$ cat src/rtl/utf8d_pkg.sv
// Shared types and constants for the UTF-8 byte stream decoder.
package utf8d_pkg;

  localparam int unsigned BYTE_W      = 8;
  localparam int unsigned CP_W        = 21;
  localparam int unsigned OUT_TDATA_W = 24;
  localparam int unsigned OUT_TUSER_W = 2;

  // Keep-ASCII register value after reset.
  localparam logic KEEP_ASCII_RST = 1'b0;

  // Lead byte test bits and payload masks.
  localparam logic [BYTE_W-1:0] LEAD_BIT     = 8'h80;
  localparam logic [BYTE_W-1:0] TWO_TEST     = 8'h20;
  localparam logic [BYTE_W-1:0] THREE_TEST   = 8'h10;
  localparam logic [BYTE_W-1:0] FOUR_TEST    = 8'h08;
  localparam logic [BYTE_W-1:0] TWO_PAYLOAD  = 8'h1F;
  localparam logic [BYTE_W-1:0] THREE_PAYLOAD = 8'h0F;
  localparam logic [BYTE_W-1:0] FOUR_PAYLOAD = 8'h07;
  localparam logic [BYTE_W-1:0] CONT_PAYLOAD = 8'h3F;

  // Continuation bytes due after each lead class.
  localparam logic [1:0] REM_TWO   = 2'd1;
  localparam logic [1:0] REM_THREE = 2'd2;
  localparam logic [1:0] REM_FOUR  = 2'd3;

  typedef struct packed {
    logic [CP_W-1:0] code_point;
    logic            has_code;
    logic            decode_error;
    logic            string_done;
  } utf8d_res_t;

endpackage

$ cat src/rtl/utf8d_decode.sv
// Decode state and per-byte next-state / result logic.
module utf8d_decode
  import utf8d_pkg::*;
(
  input  logic              clk,
  input  logic              rst_n,
  input  logic              advance,
  input  logic [BYTE_W-1:0] data_byte,
  input  logic              end_of_string,
  input  logic              keep_ascii,
  output logic              res_valid,
  output utf8d_res_t        res
);

  logic [CP_W-1:0] partial_r, partial_nxt;
  logic [1:0]      rem_r, rem_nxt;
  logic            drop_r, drop_nxt;

  logic            have;
  logic [CP_W-1:0] cp;
  logic            err;
  logic [CP_W-1:0] shifted;

  assign shifted = {partial_r[CP_W-7:0], data_byte[5:0] & CONT_PAYLOAD[5:0]};

  always_comb begin
    partial_nxt = partial_r;
    rem_nxt     = rem_r;
    drop_nxt    = drop_r;
    have        = 1'b0;
    cp          = '0;
    err         = 1'b0;

    priority if (drop_r) begin
      // hold until final byte
    end else if (rem_r != 2'd0) begin
      rem_nxt = rem_r - 2'd1;
      if (rem_r == 2'd1) begin
        have        = 1'b1;
        cp          = shifted;
        partial_nxt = '0;
      end else begin
        partial_nxt = shifted;
      end
    end else if ((data_byte & LEAD_BIT) == '0) begin
      if (keep_ascii) begin
        have = 1'b1;
        cp   = {{(CP_W-BYTE_W){1'b0}}, data_byte};
      end
    end else if ((data_byte & TWO_TEST) == '0) begin
      partial_nxt = {{(CP_W-BYTE_W){1'b0}}, data_byte & TWO_PAYLOAD};
      rem_nxt     = REM_TWO;
    end else if ((data_byte & THREE_TEST) == '0) begin
      partial_nxt = {{(CP_W-BYTE_W){1'b0}}, data_byte & THREE_PAYLOAD};
      rem_nxt     = REM_THREE;
    end else if ((data_byte & FOUR_TEST) == '0) begin
      partial_nxt = {{(CP_W-BYTE_W){1'b0}}, data_byte & FOUR_PAYLOAD};
      rem_nxt     = REM_FOUR;
    end else begin
      drop_nxt    = 1'b1;
      partial_nxt = '0;
      rem_nxt     = 2'd0;
    end

    if (end_of_string) begin
      err = drop_nxt || (rem_nxt != 2'd0);
      if (err) begin
        have = 1'b0;
        cp   = '0;
      end
      partial_nxt = '0;
      rem_nxt     = 2'd0;
      drop_nxt    = 1'b0;
    end
  end

  assign res_valid        = have || end_of_string;
  assign res.code_point   = cp;
  assign res.has_code     = have;
  assign res.decode_error = err;
  assign res.string_done  = end_of_string;

  always_ff @(posedge clk) begin
    if (!rst_n) begin
      partial_r <= '0;
      rem_r     <= 2'd0;
      drop_r    <= 1'b0;
    end else if (advance) begin
      partial_r <= partial_nxt;
      rem_r     <= rem_nxt;
      drop_r    <= drop_nxt;
    end
  end

endmodule

$ cat src/rtl/utf8d_out_reg.sv
// Result register with ready/valid handshake toward the output stream.
module utf8d_out_reg
  import utf8d_pkg::*;
(
  input  logic       clk,
  input  logic       rst_n,
  input  logic       load,
  input  utf8d_res_t load_res,
  output logic       busy,
  input  logic       out_tready,
  output logic       out_tvalid,
  output utf8d_res_t out_res
);

  logic       vld_r, vld_nxt;
  utf8d_res_t res_r;

  // slot is occupied and not draining this cycle
  assign busy    = vld_r && !out_tready;
  assign vld_nxt = busy || load;

  always_ff @(posedge clk) begin
    if (!rst_n) begin
      vld_r <= 1'b0;
    end else begin
      vld_r <= vld_nxt;
    end
  end

  always_ff @(posedge clk) begin
    if (load) begin
      res_r <= load_res;
    end
  end

  assign out_tvalid = vld_r;
  assign out_res    = res_r;

endmodule

$ cat src/rtl/utf8_byte_stream_decoder.sv
// Top level of the UTF-8 byte stream decoder.
//
//  channel | dir | handshake             | payload
//  --------+-----+-----------------------+---------------------------------------------
//  in_     | in  | in_tvalid / in_tready | tdata: data_byte; tlast: end_of_string
//  out_    | out | out_tvalid/out_tready | tdata: code_point; tuser: has_code,
//          |     |                       |   decode_error; tlast: string_done
//  cfg_    | in  | cfg_valid / cfg_ready | cfg_data: keep_ascii
//
// One item per cycle sustained while the output is not stalled; an accepted byte is
// held in the input register and decoded into the result register when it advances.
// A stalled result blocks the decode stage only when the next byte also yields
// a result; bytes that yield nothing keep flowing past a full result register.
// Synchronous active-low reset clears decode state, valids and keep_ascii.
// cfg_ready is always high; write it only while the block is idle.
module utf8_byte_stream_decoder
  import utf8d_pkg::*;
(
  input  logic                   clk,
  input  logic                   rst_n,
  // input byte stream
  input  logic                   in_tvalid,
  output logic                   in_tready,
  input  logic [BYTE_W-1:0]      in_tdata,   // [7:0] data_byte
  input  logic                   in_tlast,   // end_of_string
  // decoded results
  output logic                   out_tvalid,
  input  logic                   out_tready,
  output logic [OUT_TDATA_W-1:0] out_tdata,  // [20:0] code_point, [23:21] zero
  output logic [OUT_TUSER_W-1:0] out_tuser,  // [0] has_code, [1] decode_error
  output logic                   out_tlast,  // string_done
  // configuration
  input  logic                   cfg_valid,
  output logic                   cfg_ready,
  input  logic                   cfg_data    // keep_ascii
);

  // input register
  logic              in_vld_r, in_vld_nxt;
  logic [BYTE_W-1:0] byte_r;
  logic              eos_r;

  logic       keep_ascii_r;
  logic       advance;
  logic       res_valid;
  logic       out_busy;
  utf8d_res_t res;
  utf8d_res_t out_res;

  // a byte leaves the input register unless its result has nowhere to go
  assign advance    = in_vld_r && !(res_valid && out_busy);
  assign in_tready  = !in_vld_r || advance;
  assign in_vld_nxt = (in_tvalid && in_tready) || (in_vld_r && !advance);

  always_ff @(posedge clk) begin
    if (!rst_n) begin
      in_vld_r <= 1'b0;
    end else begin
      in_vld_r <= in_vld_nxt;
    end
  end

  always_ff @(posedge clk) begin
    if (in_tvalid && in_tready) begin
      byte_r <= in_tdata;
      eos_r  <= in_tlast;
    end
  end

  // configuration register
  assign cfg_ready = 1'b1;

  always_ff @(posedge clk) begin
    if (!rst_n) begin
      keep_ascii_r <= KEEP_ASCII_RST;
    end else if (cfg_valid && cfg_ready) begin
      keep_ascii_r <= cfg_data;
    end
  end

  utf8d_decode u_decode (
    .clk           (clk),
    .rst_n         (rst_n),
    .advance       (advance),
    .data_byte     (byte_r),
    .end_of_string (eos_r),
    .keep_ascii    (keep_ascii_r),
    .res_valid     (res_valid),
    .res           (res)
  );

  utf8d_out_reg u_out_reg (
    .clk        (clk),
    .rst_n      (rst_n),
    .load       (advance && res_valid),
    .load_res   (res),
    .busy       (out_busy),
    .out_tready (out_tready),
    .out_tvalid (out_tvalid),
    .out_res    (out_res)
  );

  assign out_tdata = {{(OUT_TDATA_W-CP_W){1'b0}}, out_res.code_point};
  assign out_tuser = {out_res.decode_error, out_res.has_code};
  assign out_tlast = out_res.string_done;

endmodule

$ cat config.mk
export PLATFORM = sky130hd
export DESIGN_NAME = utf8_byte_stream_decoder
export DESIGN_NICKNAME = d
export VERILOG_FILES = /design/src/rtl/utf8d_pkg.sv /design/src/rtl/utf8d_decode.sv /design/src/rtl/utf8d_out_reg.sv /design/src/rtl/utf8_byte_stream_decoder.sv
export SDC_FILE = /design/constraint.sdc
export NUM_CORES = 1
export LEC_CHECK = 0
export ABC_AREA = 1
export BUFFER_PORTS_ARGS = -buffer_cell sky130_fd_sc_hd__buf_2
export CELL_PAD_IN_SITES_DETAIL_PLACEMENT = 1
export CELL_PAD_IN_SITES_GLOBAL_PLACEMENT = 1
export CORE_ASPECT_RATIO = 1.4
export CORE_MARGIN = 5
export CORE_UTILIZATION = 40
export CTS_BUF_LIST = sky130_fd_sc_hd__clkbuf_16
export CTS_CLUSTER_SIZE = 10
export DETAILED_ROUTE_END_ITERATION = 6
export GPL_ROUTABILITY_DRIVEN = 1
export PLACE_DENSITY_LB_ADDON = 0.1
export SLEW_MARGIN = 20
export SYNTH_ARGS = -nofsm -noshare
export SYNTH_HDL_FRONTEND = slang
export SYNTH_SLANG_ARGS = --single-unit
$ cat constraint.sdc
create_clock -name clk -period 3.06 [get_ports clk]
set_clock_uncertainty 0.2 [all_clocks]
set_input_delay 0.459 -clock clk [delete_from_list [all_inputs] [get_ports clk]]
set_output_delay 0.459 -clock clk [all_outputs]
set_load 0.01 [all_outputs]
== Word-level counts from Yosys, hierarchy flattened ==
Cells that the tools add are included.
Operators by class
  muxes and demuxes: 36
  equal/unequal tests: 3
  add/sub/neg operators: 1
  reduce and logical (&&, ||, !) cells: 22
Operator list (count)
  21-bit two-way mux: 6
  15-bit two-way mux: 6
  8-bit logical NOT: 4
  1-bit two-way mux: 14
  2-bit two-way mux: 7
  8-bit two-way mux: 1
  1-bit logical AND: 6
  1-bit logical OR: 5
  1-bit logical NOT: 4
  4-bit two-way mux: 1
  2-bit nonzero test: 2
  3-bit two-way mux: 1
  3-bit by 2-bit inequality test with 1-bit output, second input constant: 1
  3-bit AND reduction: 1
  2-bit by 1-bit equality test with 1-bit output, second input constant: 1
  2-bit inequality test, second input constant: 1
  2-bit by 1-bit subtractor with 2-bit output, second input constant: 1
Storage, ports and cells
  input bits: 15
  output and inout bits: 30
  bits in registers: 54

== Depth between registers and ports, before layout ==
  word-level depth: 18
  gate-level depth with buffers: 10

== Hierarchy ==
From an unflattened synthesis, not the netlist that was laid out.
Second synthesis, totals
  cells, all modules: 244
  area, all modules: 2283.4 um2
Modules (own cells, without submodules)
  utf8d_decode: area an instance 1096.1 um2, seq. area each 360.3 um2, instances 1, cells each 183
  utf8d_out_reg: area an instance 770.7 um2, seq. area each 740.7 um2, instances 1, cells each 31
  utf8_byte_stream_decoder: area an instance 416.6 um2, seq. area each 310.3 um2, instances 1, cells each 30

== Worst setup path after synthesis ==
OpenSTA, ideal clock, no wires.
  kind: register to register
  start point: register eos_r
  end point: register u_out_reg.res_r (netlist bit u_out_reg.out_res[0]), enable pin
  data arrival time: 1.565 ns
  library setup time: 0.379 ns
  path buffers: 0
  slack: 0.916 ns
  cell stages (with the launch flop): 6
  cells stage by stage: edfxtp_1 > inv_1 > nand3_4 > a21boi_0 > nand2_1 > inv_1
Between the ends
  longest elaborated chain between the ends: 6
Ends and longest elaborated chain
  start: declaration: line utf8_byte_stream_decoder.sv:41  | logic eos_r;
  start signal: assignment: line utf8_byte_stream_decoder.sv:66  | eos_r <= in_tlast;
  1-bit two-way mux: line utf8d_decode.sv:65  | if (end_of_string) begin
  1-bit logical OR *: line utf8d_decode.sv:77  | assign res_valid = have || end_of_string;
  1-bit logical AND: line utf8_byte_stream_decoder.sv:51  | assign advance = in_vld_r && !(res_valid && out_busy);
  1-bit logical NOT: line utf8_byte_stream_decoder.sv:51
  1-bit logical AND: line utf8_byte_stream_decoder.sv:51
  1-bit logical AND *: line utf8_byte_stream_decoder.sv:95  | .load (advance && res_valid),
  via u_out_reg.load: line utf8d_out_reg.sv:7  | input logic load,
  end signal: assignment: line utf8d_out_reg.sv:32  | res_r <= load_res;
  end: declaration: line utf8d_out_reg.sv:16  | utf8d_res_t res_r;
The timed path passes the listed nets; every way through them passes the cells marked *.
A chain may end at the register's enable or synchronous reset.

== Final worst setup path ==
  start point: register eos_r
  end point: register u_out_reg.res_r (netlist bit u_out_reg.out_res[15]), enable pin
The elaborated chain is that of the path after synthesis.

==> reports/results.env <==
POWER_SWITCHING_mW=0.375
FINAL-SETUP-VIOL-COUNT=0
DRIVE_GT1_SHARE_PCT=18.4
CTS-ROOT-BUF='clkbuf_16'
DETAIL_ROUTE.VIAS_PER_CELL=4.61
POWER-PER-CELL-AREA_nW_PER_UM2=558
PATH_CLASS='reg -> reg'
OUTCOME='complete, no violations'
LARGEST_AREA_CONTRIBUTOR_IN_THE_NETLIST='edfxtp_1'
CRITICAL-PATH-SLOWEST-CELL='edfxtp_1'
CTS-HTREE-LEVELS=2
FLOORPLAN.INITIALDENSITY_PCT=40.8
TRITONCTS='done'
FF_LATCH_COUNT_SYNTH=54
TOTAL_DIE_AREA_UM2=7600
FLOORPLAN.ROWS=33
SLEW_VIOLATIONS=0
CTS-HOLD-FIX-BUFFERS=0
P_SEQ_SHARE_PCT=53.7
SYN_AVG_CELL_AREA_UM2=8.80
VIAS=1751
COMBINATIONALPOWERSHARE_PCT=10.5
TIGHTEST_SLEW_NS=0.718
REPORT.FINAL.HOLD_VIOL_COUNT=0
PORT-BUFFER-COUNT=40
GRT_MAX_DEGREE=21
LEAKAGE_nW=1.24
CRIT_PATH_CELL_TRACE='inv_1, nand3_4, a21boi_0, nand2_1, inv_1, buf_4'
FINAL.PERIOD_UTILIZATION_PCT=73.1
CLKTRANSATPATHREGS_NS=0.07
YOSYSTOPAREACELLSHARE_PCT=41.7
SYNTH_CELLS=270
WORST-PATH-MAX-FANOUT=20
RSZ0062_AT_GRT='no'
CRITPATHREQUIREDTIME_NS=2.83
WORSTSKEWPAIRLATENCY_NS=0.29
POSTCTSSETUPBUFFERS=0
MAX_FREQ_GHz=0.447
NUM_ANTENNA_CELLS=0
SETUP_TOTAL_NEGATIVE_SLACK_NS=0
MAPPEDNETLISTAREA_UM2=2370
SEQ_AREA_FRAC_SYNTH_PCT=59.4
CAP_VIOLATIONS=0
DRC_ERRORS=0
CTS.PATH.MAX_BUFFERS=2
SYNTH_AREA_LEADERS='edfxtp_1, dfxtp_1, nand2_1, nor2_1, inv_1'
CORE_BOX_AREA_UM2=5820
GRT_ANTENNA_BEFORE_REPAIR=0
OVERFLOW=0
NUMBER_OF_FILL_CELLS_IN_THE_LAYOUT=708
HOLD_PATH_CLASS='in -> reg'
CELL_INTERNAL_PWR_mW=1.16
GRT_PASS1_VIAS=1877
WORST-R2R-SETUP-SLACK_NS=0.82
CELL_OCCURRING_MOST_OFTEN_ALONG_THE_WORST_TIMING_PATH='inv_1'
IRDROPWORSTVDD_mV=0.233
CRIT_PATH_CAPTURE_TYPE='register'
SYNTH_CELL_TYPES=21
GLOBALPLACE.CONGESTION=0.825
CRIT_PATH_MAX_INCR_DELAY_NS=0.46
WORST_SETUP_PATH_START_KIND='register'
POST_CTS_RESIZED=0
FINAL_NETS=324
SWITCHING_SHARE_PCT=24.4
TOP_LEVEL_I_O_COUNT=45
TRITONCTS.NUM_BUFFERS=5
CLOCK-SINKS=54
DRT-INITIAL-DRC-COUNT=100
POST-PLACE-CELLS=372
DIE_WIDTH_UM=75.1
GRT_USE_TOTAL_PCT=15.0
DRT_PRE_ANTENNA_ITERS=4
GRT_FIRST_PASS_WIRELENGTH_UM=8600
ARRIVAL_NS=2.01
MINIMUM_CLOCK_PERIOD_AFTER_LAYOUT_NS=2.24
POST-DP-HPWL_UM=3760
CLOCK_POWER_SHARE_PCT=35.9
LAYOUT.CELLS.NON_FILLER=380
AREAGROWTHSYNTHTOFINISH_PCT=16.1
DIE_HEIGHT_UM=101
MAX_SLEW_MARGIN_PCT=52.0
TOTALWIRELENGTH_UM=5190
WARNINGS_FROM_YOSYS=0
WL_PER_CELL_UM=13.6
ANTENNA_VIOLATING_NETS_REMAINING=0
[final cells by class]
type	count	area, µm²	share of cell area, %
sequential	54	1410	51.2
multi-input combinational	159	723	26.2
timing repair buffer	42	215	7.81
inverter	47	176	6.40
clock buffer	5	125	4.54
tap	70	87.6	3.18
clock inverter	3	17.5	0.635
[worst max-delay path, delay by kind of cell (launching register included)]
family                 cells  cell delay, ns
buffers and inverters      3            0.70
DFF                        1            0.46
AOI/OAI and AO/OA          1            0.32
and+or+nand+nor            2            0.22
[path summary, 6_finish.rpt]
check | startpoint | to | cells past startpoint
worst min-delay path | in_tdata[3] | byte_r[3] | 1
worst min register to register | u_decode.partial_r[14] | u_decode.partial_r[14] | 4
worst max-delay path | eos_r | u_out_reg.out_res[15] | 6
worst max register to register | eos_r | u_out_reg.out_res[15] | 6
[stage by stage]
| stage | instance area (µm²) | hold slack [ns] | utilization, % | power (mW) | setup slack (ns) |
|---|---|---|---|---|---|
| after floorplan | 2380 | 0.292 | - | 0.958 | 0.916 |
| after global placement | 2610 | 0.306 | 44.9 | 1.00 | 0.868 |
| after detailed placement | 2610 | 0.318 | 44.9 | 1.00 | 0.814 |
| after CTS | 2760 | 0.132 | 47.3 | 1.56 | 0.814 |
| after global routing | 2760 | 0.127 | 47.3 | 1.62 | 0.648 |
| final | 2760 | 0.138 | 47.3 | 1.54 | 0.823 |
[registers in the layout, indices dropped and copies added (netlist names), 2 cells and up]
name and flops:
u_decode.partial_r 15, byte_r 8, u_out_reg.out_res 24, u_decode.rem_r 2
[metal layers]
| layer | vias to the layer above | wire length (µm) | track usage [%] | part of all wire [%] |
|---|---|---|---|---|
| met5 | - | 0 | 0 | 0 |
| met4 | 0 | 72 | 5.75 | 1.4 |
| met3 | 8 | 160 | 2.48 | 3.1 |
| met2 | 31 | 2860 | 28.3 | 55 |
| met1 | 796 | 2090 | 16.3 | 40 |
| li1 | 916 | - | - | - |
[cells in the mapped netlist (all sizes together)]
cell type,count
a21boi,1
a21oi,7
buf,8
clkbuf,4
conb,2
dfxtp,21
edfxtp,33
inv,47
nand2,67
nand3,10
nand4,16
nor2,50
nor3,1
o21ai,2
o22ai,1
[cells in the final DEF, fill, tap and decap left out, types with 3 or more instances in the layout]
cell | Yosys | layout
clkbuf_16 | 0 | 5
inv_1 | 47 | 48
nand4_1 | 16 | 16
dfxtp_1 | 21 | 21
conb_1 | 2 | 4
edfxtp_1 | 33 | 33
buf_2 | 3 | 40
nand3_1 | 8 | 8
a21oi_1 | 7 | 7
nand2_4 | 3 | 3
nor2_1 | 48 | 48
nand2_1 | 63 | 63
[kinds of logic (layout without fill, tap and decap cells)]
logic type / after synthesis / count (layout) / synth area share, %
AND/OR/NAND/NOR: 144 / 144 / 27.3
buffers and inverters: 59 / 97 / 10.4
flip-flops: 54 / 54 / 59.4
AO/OA/AOI/OAI: 11 / 11 / 2.48
other: 2 / 4 / 0.316
[power by group through the flow]
stage	Combinational [mW]	Sequential, mW	Clock (mW)
5_1_grt	0.186	0.829	0.600
4_1_cts	0.164	0.825	0.568
2_1_floorplan	0.113	0.845	0
3_3_place_gp	0.162	0.840	0
6_report	0.161	0.825	0.552
3_5_place_dp	0.163	0.842	0
No activity file was read; power rests on OpenSTA's default activity.
